$ cat src/sv/stk_pkg.sv
// Shared types and constants for the LIFO stack with delete at depth.
// Used by the cell row, the top level and the port checker.
package stk_pkg;

    localparam int DEPTH  = 16;
    localparam int DATA_W = 32;
    localparam int POS_W  = 5;
    localparam int CNT_W  = $clog2(DEPTH + 1);
    // common width for comparing a count or rank against a position
    localparam int CMP_W  = ((CNT_W > POS_W) ? CNT_W : POS_W) + 1;

    localparam logic [DATA_W-1:0] WORD_MIN = {1'b1, {(DATA_W-1){1'b0}}};

    typedef enum logic [1:0] {
        ACT_PUSH = 2'd0,
        ACT_POP  = 2'd1,
        ACT_DEL  = 2'd2
    } action_t;

    typedef enum logic [1:0] {
        ST_OK    = 2'd0,
        ST_OVER  = 2'd1,
        ST_UNDER = 2'd2
    } status_t;

    // per-beat command broadcast to every cell of the row
    typedef struct packed {
        logic             push;
        logic             pop;
        logic             del;
        logic [POS_W-1:0] pos;
    } cell_cmd_t;

endpackage

$ cat src/sv/stk_cell.sv
// One storage cell of the stack row; rank 1 is the top of stack.
// Depends on stk_pkg for widths and the command struct.
module stk_cell (
    input  logic                        aclk,
    input  stk_pkg::cell_cmd_t          cmd,
    input  logic [stk_pkg::CNT_W-1:0]   rank,
    input  logic [stk_pkg::DATA_W-1:0]  above_data,
    input  logic [stk_pkg::DATA_W-1:0]  below_data,
    output logic [stk_pkg::DATA_W-1:0]  data
);

    logic [stk_pkg::DATA_W-1:0] data_reg;
    logic [stk_pkg::DATA_W-1:0] data_next;
    logic                       at_or_below_hole;

    // delete removes the word at depth pos; every cell from there down pulls up
    assign at_or_below_hole =
        (stk_pkg::CMP_W'(rank) >= stk_pkg::CMP_W'(cmd.pos));

    always_comb begin
        data_next = data_reg;
        if (cmd.push) begin
            data_next = above_data;
        end else if (cmd.pop || (cmd.del && at_or_below_hole)) begin
            data_next = below_data;
        end
    end

    always_ff @(posedge aclk) begin
        data_reg <= data_next;
    end

    assign data = data_reg;

endmodule

$ cat src/sv/stack_with_delete_at_depth.sv
// Top level of the LIFO stack with delete at depth: cell row, fill count,
// result register. Depends on stk_pkg and stk_cell.
//
// Usage:
//   Input channel s_*: one beat carries a request (push s_push_value, pop,
//   or delete the word at depth s_position, 1 = top). Result channel m_*:
//   exactly one beat per request with the popped/deleted word, a status
//   (ok, overflow or underflow, which also flags a bad position), and the
//   fill count with empty/full flags after the request.
//   The result beat comes in the cycle after its input beat. Throughput is
//   one request per cycle while the receiver keeps up: every cell of the row
//   loads its neighbor or keeps its word in the same cycle, so push, pop and
//   delete all finish together, and the result register frees up as it is read.
//   When the receiver stalls, the result register holds its beat and
//   s_ready drops until it is taken; s_ready is high whenever the result
//   register is empty or being read.
//   Reset (aresetn low at a clock edge) empties the stack and drops
//   m_valid. Stored words are not cleared; entries past the fill are
//   never read.
module stack_with_delete_at_depth (
    input  logic                              aclk,
    input  logic                              aresetn,
    input  logic                              s_valid,
    output logic                              s_ready,
    input  logic [1:0]                        s_action,
    input  logic signed [stk_pkg::DATA_W-1:0] s_push_value,
    input  logic [stk_pkg::POS_W-1:0]         s_position,
    output logic                              m_valid,
    input  logic                              m_ready,
    output logic signed [stk_pkg::DATA_W-1:0] m_out_value,
    output logic [1:0]                        m_status,
    output logic [stk_pkg::CNT_W-1:0]         m_count,
    output logic                              m_empty_res,
    output logic                              m_full_res
);

    localparam int DEPTH = stk_pkg::DEPTH;
    localparam int CNT_W = stk_pkg::CNT_W;
    localparam int CMP_W = stk_pkg::CMP_W;
    localparam int DATA_W = stk_pkg::DATA_W;

    logic [DATA_W-1:0] cell_data  [DEPTH];
    logic [DATA_W-1:0] above_data [DEPTH];
    logic [DATA_W-1:0] below_data [DEPTH];

    stk_pkg::cell_cmd_t cmd;

    logic               accept;
    logic [CNT_W-1:0]   count_reg;
    logic [CNT_W-1:0]   count_next;
    logic               m_valid_reg;
    logic               m_valid_next;
    logic [DATA_W-1:0]  out_value_reg;
    logic [DATA_W-1:0]  out_value_next;
    stk_pkg::status_t   status_reg;
    stk_pkg::status_t   status_next;
    logic [CNT_W-1:0]   out_count_reg;
    logic               empty_reg;
    logic               full_reg;
    logic               is_empty;
    logic               is_full;
    logic               pos_ok;
    logic [DATA_W-1:0]  del_word;

    assign s_ready = !m_valid_reg || m_ready;
    assign accept  = s_valid && s_ready;

    assign is_empty = (count_reg == '0);
    assign is_full  = (count_reg == CNT_W'(DEPTH));
    assign pos_ok   = (s_position != '0) &&
                      (CMP_W'(s_position) <= CMP_W'(count_reg));

    // word at depth s_position, an AND-OR select over the row
    always_comb begin
        del_word = '0;
        for (int k = 0; k < DEPTH; k++) begin
            if (CMP_W'(k + 1) == CMP_W'(s_position)) begin
                del_word = del_word | cell_data[k];
            end
        end
    end

    always_comb begin
        cmd            = '0;
        cmd.pos        = s_position;
        count_next     = count_reg;
        out_value_next = '0;
        status_next    = stk_pkg::ST_OK;
        case (s_action)
            stk_pkg::ACT_PUSH: begin
                if (is_full) begin
                    status_next = stk_pkg::ST_OVER;
                end else begin
                    cmd.push   = accept;
                    count_next = count_reg + CNT_W'(1);
                end
            end
            stk_pkg::ACT_POP: begin
                if (is_empty) begin
                    status_next    = stk_pkg::ST_UNDER;
                    out_value_next = stk_pkg::WORD_MIN;
                end else begin
                    cmd.pop        = accept;
                    out_value_next = cell_data[0];
                    count_next     = count_reg - CNT_W'(1);
                end
            end
            stk_pkg::ACT_DEL: begin
                if (!pos_ok) begin
                    status_next    = stk_pkg::ST_UNDER;
                    out_value_next = stk_pkg::WORD_MIN;
                end else begin
                    cmd.del        = accept;
                    out_value_next = del_word;
                    count_next     = count_reg - CNT_W'(1);
                end
            end
            default: begin
            end
        endcase
    end

    generate
        for (genvar k = 0; k < DEPTH; k++) begin : g_cell
            if (k == 0) begin : g_top
                assign above_data[k] = s_push_value;
            end else begin : g_mid
                assign above_data[k] = cell_data[k-1];
            end
            if (k == DEPTH - 1) begin : g_bot
                assign below_data[k] = '0;
            end else begin : g_up
                assign below_data[k] = cell_data[k+1];
            end

            stk_cell u_cell (
                .aclk       (aclk),
                .cmd        (cmd),
                .rank       (CNT_W'(k + 1)),
                .above_data (above_data[k]),
                .below_data (below_data[k]),
                .data       (cell_data[k])
            );
        end
    endgenerate

    always_comb begin
        m_valid_next = m_valid_reg;
        if (accept) begin
            m_valid_next = 1'b1;
        end else if (m_ready) begin
            m_valid_next = 1'b0;
        end
    end

    always_ff @(posedge aclk) begin
        if (!aresetn) begin
            count_reg   <= '0;
            m_valid_reg <= 1'b0;
        end else begin
            m_valid_reg <= m_valid_next;
            if (accept) begin
                count_reg <= count_next;
            end
        end
    end

    always_ff @(posedge aclk) begin
        if (accept) begin
            out_value_reg <= out_value_next;
            status_reg    <= status_next;
            out_count_reg <= count_next;
            empty_reg     <= (count_next == '0);
            full_reg      <= (count_next == CNT_W'(DEPTH));
        end
    end

    assign m_valid     = m_valid_reg;
    assign m_out_value = out_value_reg;
    assign m_status    = status_reg;
    assign m_count     = out_count_reg;
    assign m_empty_res = empty_reg;
    assign m_full_res  = full_reg;

endmodule

$ cat config.mk
export PLATFORM = sky130hd
export DESIGN_NAME = stack_with_delete_at_depth
export DESIGN_NICKNAME = d
export VERILOG_FILES = /design/src/sv/stk_pkg.sv /design/src/sv/stk_cell.sv /design/src/sv/stack_with_delete_at_depth.sv
export SDC_FILE = /design/constraint.sdc
export NUM_CORES = 1
export LEC_CHECK = 0
export BUFFER_PORTS_ARGS = -buffer_cell sky130_fd_sc_hd__buf_2
export CAP_MARGIN = 20
export CORE_MARGIN = 2
export CORE_UTILIZATION = 25
export DETAILED_ROUTE_END_ITERATION = 10
export GPL_ROUTABILITY_DRIVEN = 0
export SYNTH_ARGS = -nofsm -noshare
export SYNTH_HDL_FRONTEND = slang
export SYNTH_SLANG_ARGS = --single-unit
$ cat constraint.sdc
create_clock -name aclk -period 6.5 [get_ports aclk]
set_input_delay 1.3 -clock aclk [delete_from_list [all_inputs] [get_ports aclk]]
set_output_delay 1.3 -clock aclk [all_outputs]
set_load 0.01 [all_outputs]
==> flow_metrics.env, run 1 <==
export IMPL_cp_cell_sequence="buf_2 -> ha_1 -> a21oi_1 -> o221ai_1 -> a21o_1 -> nor3_1 -> nand2b_1 -> nand2_2 -> a31o_2 -> buf_4"
export IMPL_dp_hpwl_mm=49.26
export IMPL_avgRoutedWirePerCell_um=25.63
export IMPL_die_area_um2=110800
export IMPL_pin_count=86
export IMPL_cts_setup_buffers=0
export IMPL_required_ps=6830
export IMPL_fillers=10692
export IMPL_synth_enable_flop_cells=553
export IMPL_fin_area_um2=31030
export IMPL_post_route_period_util_pct=64.55
export IMPL_viasPerCell=5.322
export IMPL_stdcell_count=3302
export IMPL_finClkSkew_ps=23.19
export IMPL_hold_end="m_valid"
export IMPL_cts_htree_levels=2
export IMPL_clk_pin_slew_ps=60
export IMPL_rr_startpoint="count_reg[4]"
export IMPL_synthMostInstantiatedCell="edfxtp_1"
export IMPL_grt_overflow=0
export IMPL_async_flop_share_pct=0
export IMPL_use_met3_pct=2.944
export IMPL_ys_warn_count=0
export IMPL_cts_hold_buffers=0
export IMPL_grt_pass1_wl_mm=121.9
export IMPL_port_buffers=85
export IMPL_worstMarginPinSlew_ps=1138
export IMPL_maxSlewViolCount=0
export IMPL_cts_tree="done"
export IMPL_totalWireLength_mm=84.63
export IMPL_setup_ws_ps=2304
export IMPL_post_cts_resized=0
export IMPL_rows=120
export IMPL_crit_type="in -> reg"
export IMPL_clk_latency_ps=640
export IMPL_slew_headroom_pct=24.16
export IMPL_root_buffer="clkbuf_16"
export IMPL_core_area_um2=107200
export IMPL_final_min_clock_period_ps=4196
export IMPL_place_area_um2=29120
export IMPL_power_mw=8.526
export IMPL_post_route_util_pct=28.95
export IMPL_whs_path_depth=2
export IMPL_drt_iter0_drc=2037
export IMPL_fp_dieH_um=332.8
export IMPL_drive_gt1_share_pct=38.15
export IMPL_fin_nets=1906
export IMPL_rsz0062_at_grt="false"
export IMPL_finalHoldViolCount=0
export IMPL_hp_start="m_valid"
export IMPL_layout_area_overhead_vs_synth_pct=14.81
export IMPL_r2r_end="g_cell[8].u_cell.data[26]"
export IMPL_yosys_area_top_type="edfxtp_1"
export IMPL_netlist_instances=1789
export IMPL_clockBufferDepth=3
export IMPL_syn_avg_cell_area_um2=15.11
export IMPL_yosysUniqueCellTypes=54
export IMPL_crit_path_start_kind="input port"
export IMPL_use_met1_pct=21.02
export IMPL_dpl_worst_slack_ps=1703
export IMPL_dr_pass1_iters=5
export IMPL_rrSetupSlack_ps=2480
export IMPL_ff2ff_path_depth=10
export IMPL_synth_area_um2=27030
export IMPL_postRouteAntennaNets=0
export IMPL_post_route_drc_count=0
export IMPL_synth_top_area_share_pct=61.43
export IMPL_place_inst=3193
export IMPL_maxCapViolations=0
export IMPL_grt_pass1_vias=17592
export IMPL_finalSetupViolations=0
export IMPL_antenna_found_initial=3
export IMPL_die_w_um=332.8
export IMPL_cp_top_family="compound AO/OA/AOI/OAI gates"
export IMPL_synth_fp_nets=1843
export IMPL_ys_seq_area_share_pct=61.87
export IMPL_fin_tns_setup_ps=0
export IMPL_crit_buf_inv=2
export IMPL_grt_max_degree=96
export IMPL_p_leak_nw=10.34
export IMPL_end_kind="register"
export IMPL_critPathMaxFanout=18
export IMPL_start_util_pct=25.22
export IMPL_status="finished, final reports clean"
export IMPL_cts_made_buffers=59
export IMPL_synthTopCellsByArea="edfxtp_1 61%, mux2_2 19%, a22oi_1 3.7%"
export IMPL_grt_usage_pct=14.70
export IMPL_synth_top_cells_by_count="553 x edfxtp_1, 464 x mux2_2, 133 x a22oi_1, 66 x clkbuf_1, 66 x nand3_1"
export IMPL_ys_flop_type="edfxtp_1"
export IMPL_cts_sinks=559
export IMPL_ir_worst_vdd_mv=0.1957
export IMPL_whs_ps=531.9
export IMPL_met2_usage_pct=22.20
export IMPL_busiest_layer="met2"
export IMPL_slowest_stage="a31o_2"
export IMPL_fmax_mhz=238.3
export IMPL_powerDensity_nw_per_um2=274.7
export IMPL_synth_seq_cells=559
export IMPL_critPathArrivalTime_ps=4520
export IMPL_routed_via_count=17574
export IMPL_hold_path_class="reg -> reg"
export IMPL_largest_reg_flops=512
export IMPL_critPathMaxStageDelay_ps=700
[power by group]
part	internal, mW	switching (mW)	leakage [nW]
clock network	1.92	1.46	0.907
registers	4.24	0.153	5.20
logic	0.299	0.464	4.23
total	6.45	2.08	10.3
[worst register-to-register path: cells and delay by family, from the launching register on]
family | cells | cell delay, ps
AND/OR/NAND/NOR | 5 | 1380
AO/OA/AOI/OAI | 2 | 900
buffers and inverters | 2 | 580
flip-flops | 1 | 470
adder cells (fa/ha/maj) | 1 | 380
[placed cells by master (no fill, tap or decap), types with 35 or more instances in the layout]
cell / n
a221oi_1: 62
a22o_1: 62
a22oi_1: 133
and3_1: 41
buf_2: 85
buf_4: 45
clkbuf_16: 60
edfxtp_1: 553
mux2_2: 464
nand2_1: 44
nand3_1: 66
o21ai_0: 35
[worst max-delay path by stage]
stage               cells after the start  slack (ps)           from                        end
finish                                 10        2300  s_position[2]  g_cell[8].u_cell.data[26]
global route                            9        2180  s_position[3]  g_cell[2].u_cell.data[16]
CTS                                     9        2330  s_position[2]  g_cell[2].u_cell.data[16]
detailed placement                      9        1700  s_position[2]  g_cell[2].u_cell.data[14]
global placement                        9        1740  s_position[3]  g_cell[2].u_cell.data[14]
floorplan                               9         290  s_position[0]   g_cell[1].u_cell.data[0]
[layer usage]
layer	share of wire (%)	routed length [µm]	vias to the layer above
li1	-	-	7363
met1	43	36630	9045
met2	44	37040	995
met3	10	8437	167
met4	2.9	2490	4
met5	0.031	26	-
[kinds of logic after synthesis]
family          count (synthesis)  share of synthesized area, %
flops                         559                         61.87
mux                           480                         20.00
compound gates                379                         10.72
simple gates                  208                         3.874
buf+inv                       152                         3.027
fa+ha+maj                      11                        0.5091
[final cells by class]
type                       count  area, µm²  area share [%]
antenna                        1      2.502        0.008063
clock buffer                  70       1539           4.959
clock inverter                37      344.1           1.109
inverter                      17      66.31          0.2137
multi-input combinational   1078       9688           31.22
sequential                   559      16730           53.89
tap                         1403       1755           5.656
timing repair buffer         137      913.4           2.943
Power figures use the tool's default switching activity.
==> inputs of run 2 (changes only) <==
==> constraint.sdc (replaced) <==
create_clock -name aclk -period 4.3 [get_ports aclk]
set_input_delay 0.86 -clock aclk [delete_from_list [all_inputs] [get_ports aclk]]
set_output_delay 0.86 -clock aclk [all_outputs]
set_load 0.01 [all_outputs]
==> run 2 against run 1 <==
Compared with the run above: clock skew about the same; sequential power rose by 51%; cell count rose by 0.58%; largest power group unchanged.
==> flow_metrics.env, run 2 (synthesized netlist as in run 1, its figures left out) <==
export IMPL_core_area_um2=107200
export IMPL_slew_headroom_pct=28.72
export IMPL_cts_tree="done"
export IMPL_place_inst=3209
export IMPL_clockBufferDepth=3
export IMPL_drt_iter0_drc=1967
export IMPL_rsz0062_at_grt="false"
export IMPL_cp_cell_sequence="inv_1 -> ha_1 -> nand4_1 -> or2_2 -> a21o_1 -> or3_1 -> o21ai_4 -> a21o_2 -> buf_4"
export IMPL_p_switching_mw=3.127
export IMPL_slowest_stage="or3_1"
export IMPL_cts_made_buffers=59
export IMPL_ir_worst_vdd_mv=0.2856
export IMPL_fin_nets=1922
export IMPL_root_buffer="clkbuf_16"
export IMPL_hold_path_class="in -> reg"
export IMPL_whs_path_depth=2
export IMPL_clk_pin_slew_ps=60
export IMPL_maxSlewViolCount=0
export IMPL_final_common_cell="edfxtp_1"
export IMPL_dpl_worst_slack_ps=509.5
export IMPL_internal_power_mw=9.751
export IMPL_viasPerCell=5.234
export IMPL_dr_pass1_iters=6
export IMPL_avgRoutedWirePerCell_um=25.24
export IMPL_rr_startpoint="count_reg[4]"
export IMPL_antenna_found_initial=5
export IMPL_die_w_um=332.8
export IMPL_pwr_share_seq_pct=51.5
export IMPL_end_kind="register"
export IMPL_timing_critical_path_from="count_reg[4]"
export IMPL_grt_pass1_wl_mm=121.3
export IMPL_grt_pass1_vias=17723
export IMPL_cts_setup_buffers=0
export IMPL_critPathMaxFanout=19
export IMPL_crit_type="reg -> reg"
export IMPL_required_ps=4560
export IMPL_finalHoldViolCount=0
export IMPL_fin_area_um2=31400
export IMPL_finalSetupViolations=0
export IMPL_fmax_mhz=290.2
export IMPL_critPathArrivalTime_ps=3710
export IMPL_status="finished, final reports clean"
export IMPL_powerDensity_nw_per_um2=410.1
export IMPL_maxCapViolations=0
export IMPL_post_route_drc_count=0
export IMPL_setup_ws_ps=853.8
export IMPL_start_util_pct=25.22
export IMPL_power_mw=12.88
export IMPL_post_route_period_util_pct=80.14
export IMPL_layout_area_overhead_vs_synth_pct=16.16
export IMPL_r2r_end="g_cell[1].u_cell.data[17]"
export IMPL_place_area_um2=29500
export IMPL_routed_via_count=17381
export IMPL_largest_reg_flops=512
export IMPL_cts_hold_buffers=0
export IMPL_finClkSkew_ps=23.64
export IMPL_grt_max_degree=107
export IMPL_p_leak_nw=10.48
export IMPL_critPathCapture="g_cell[1].u_cell.data[17]"
export IMPL_final_min_clock_period_ps=3446
export IMPL_post_cts_resized=0
export IMPL_port_buffers=85
export IMPL_ff2ff_path_depth=9
export IMPL_power_frac_comb_pct=9.2
export IMPL_rrSetupSlack_ps=850
export IMPL_grt_usage_pct=14.55
export IMPL_postRouteAntennaNets=0
export IMPL_p_sw_share_pct=24.28
export IMPL_totalWireLength_mm=83.82
export IMPL_dp_hpwl_mm=49.35
export IMPL_crit_path_start_kind="register"
export IMPL_cts_sinks=559
export IMPL_cts_htree_levels=2
export IMPL_die_area_um2=110800
export IMPL_grt_overflow=0
export IMPL_pin_count=86
export IMPL_clk_latency_ps=630
export IMPL_worstMarginPinSlew_ps=1069
export IMPL_drive_gt1_share_pct=38.84
export IMPL_stdcell_count=3321
export IMPL_final_cell_mix="553 x edfxtp_1, 464 x mux2_2, 133 x a22oi_1, 85 x buf_2, 66 x nand3_1"
export IMPL_fp_dieH_um=332.8
export IMPL_num_antenna_cells=0
export IMPL_critPathMaxStageDelay_ps=560
export IMPL_power_frac_clock_pct=39.3
export IMPL_rows=120
run 2: routing by layer:
| layer | vias up | part of all wire [%] | track usage, % |
|---|---|---|---|
| met4 | 2 | 2.8 | 4.457 |
| li1 | 7408 | - | - |
| met2 | 861 | 45 | 22.77 |
| met1 | 8947 | 42 | 20.02 |
| met5 | - | 0.016 | 0 |
| met3 | 163 | 9.3 | 3.201 |
run 2: worst min path at each step:
stage	startpoint	to
after global placement	m_valid	m_valid
after floorplan	g_cell[15].u_cell.data[4]	g_cell[14].u_cell.data[4]
after CTS	aresetn	count_reg[3]
final	aresetn	count_reg[3]
after detailed placement	m_valid	m_valid
after global routing	aresetn	count_reg[3]
run 2: final cells by class:
class,count,area (µm²)
clock buffers,75,1558
clock inverters,36,329.1
fillers,10675,75800
inverters,17,66.31
multi-input cells,1078,9684
flip-flops and latches,559,16730
well taps,1403,1755
repair buffers,153,1281
run 2: per-stage QoR:
stage / utilization (%) / hold WS (ps) / setup TNS [ps]
2_1_floorplan: - / 535.7 / -48840
3_3_place_gp: 27.50 / 511.2 / 0
3_5_place_dp: 27.52 / 546.0 / 0
4_1_cts: 29.28 / 444.4 / 0
5_1_grt: 29.29 / 465.8 / 0
6_report: 29.29 / 474.3 / 0
run 2: critical path, delay by kind of cell (launching register included):
kind                       cells  cell delay [ps]
adders and majority gates      1              360
DFF                            1              460
buffers and inverters          2              610
and+or+nand+nor                3             1040
AOI/OAI and AO/OA              3              590
run 2: power by group through the flow:
| stage | registers (mW) | clock network (mW) | logic, mW |
|---|---|---|---|
| 4_1_cts | 6.62 | 5.16 | 1.18 |
| 5_1_grt | 6.66 | 5.36 | 1.26 |
| 6_report | 6.63 | 5.06 | 1.19 |
| 3_3_place_gp | 6.72 | 0 | 1.15 |
| 2_1_floorplan | 6.66 | 0 | 0.721 |
| 3_5_place_dp | 6.74 | 0 | 1.18 |
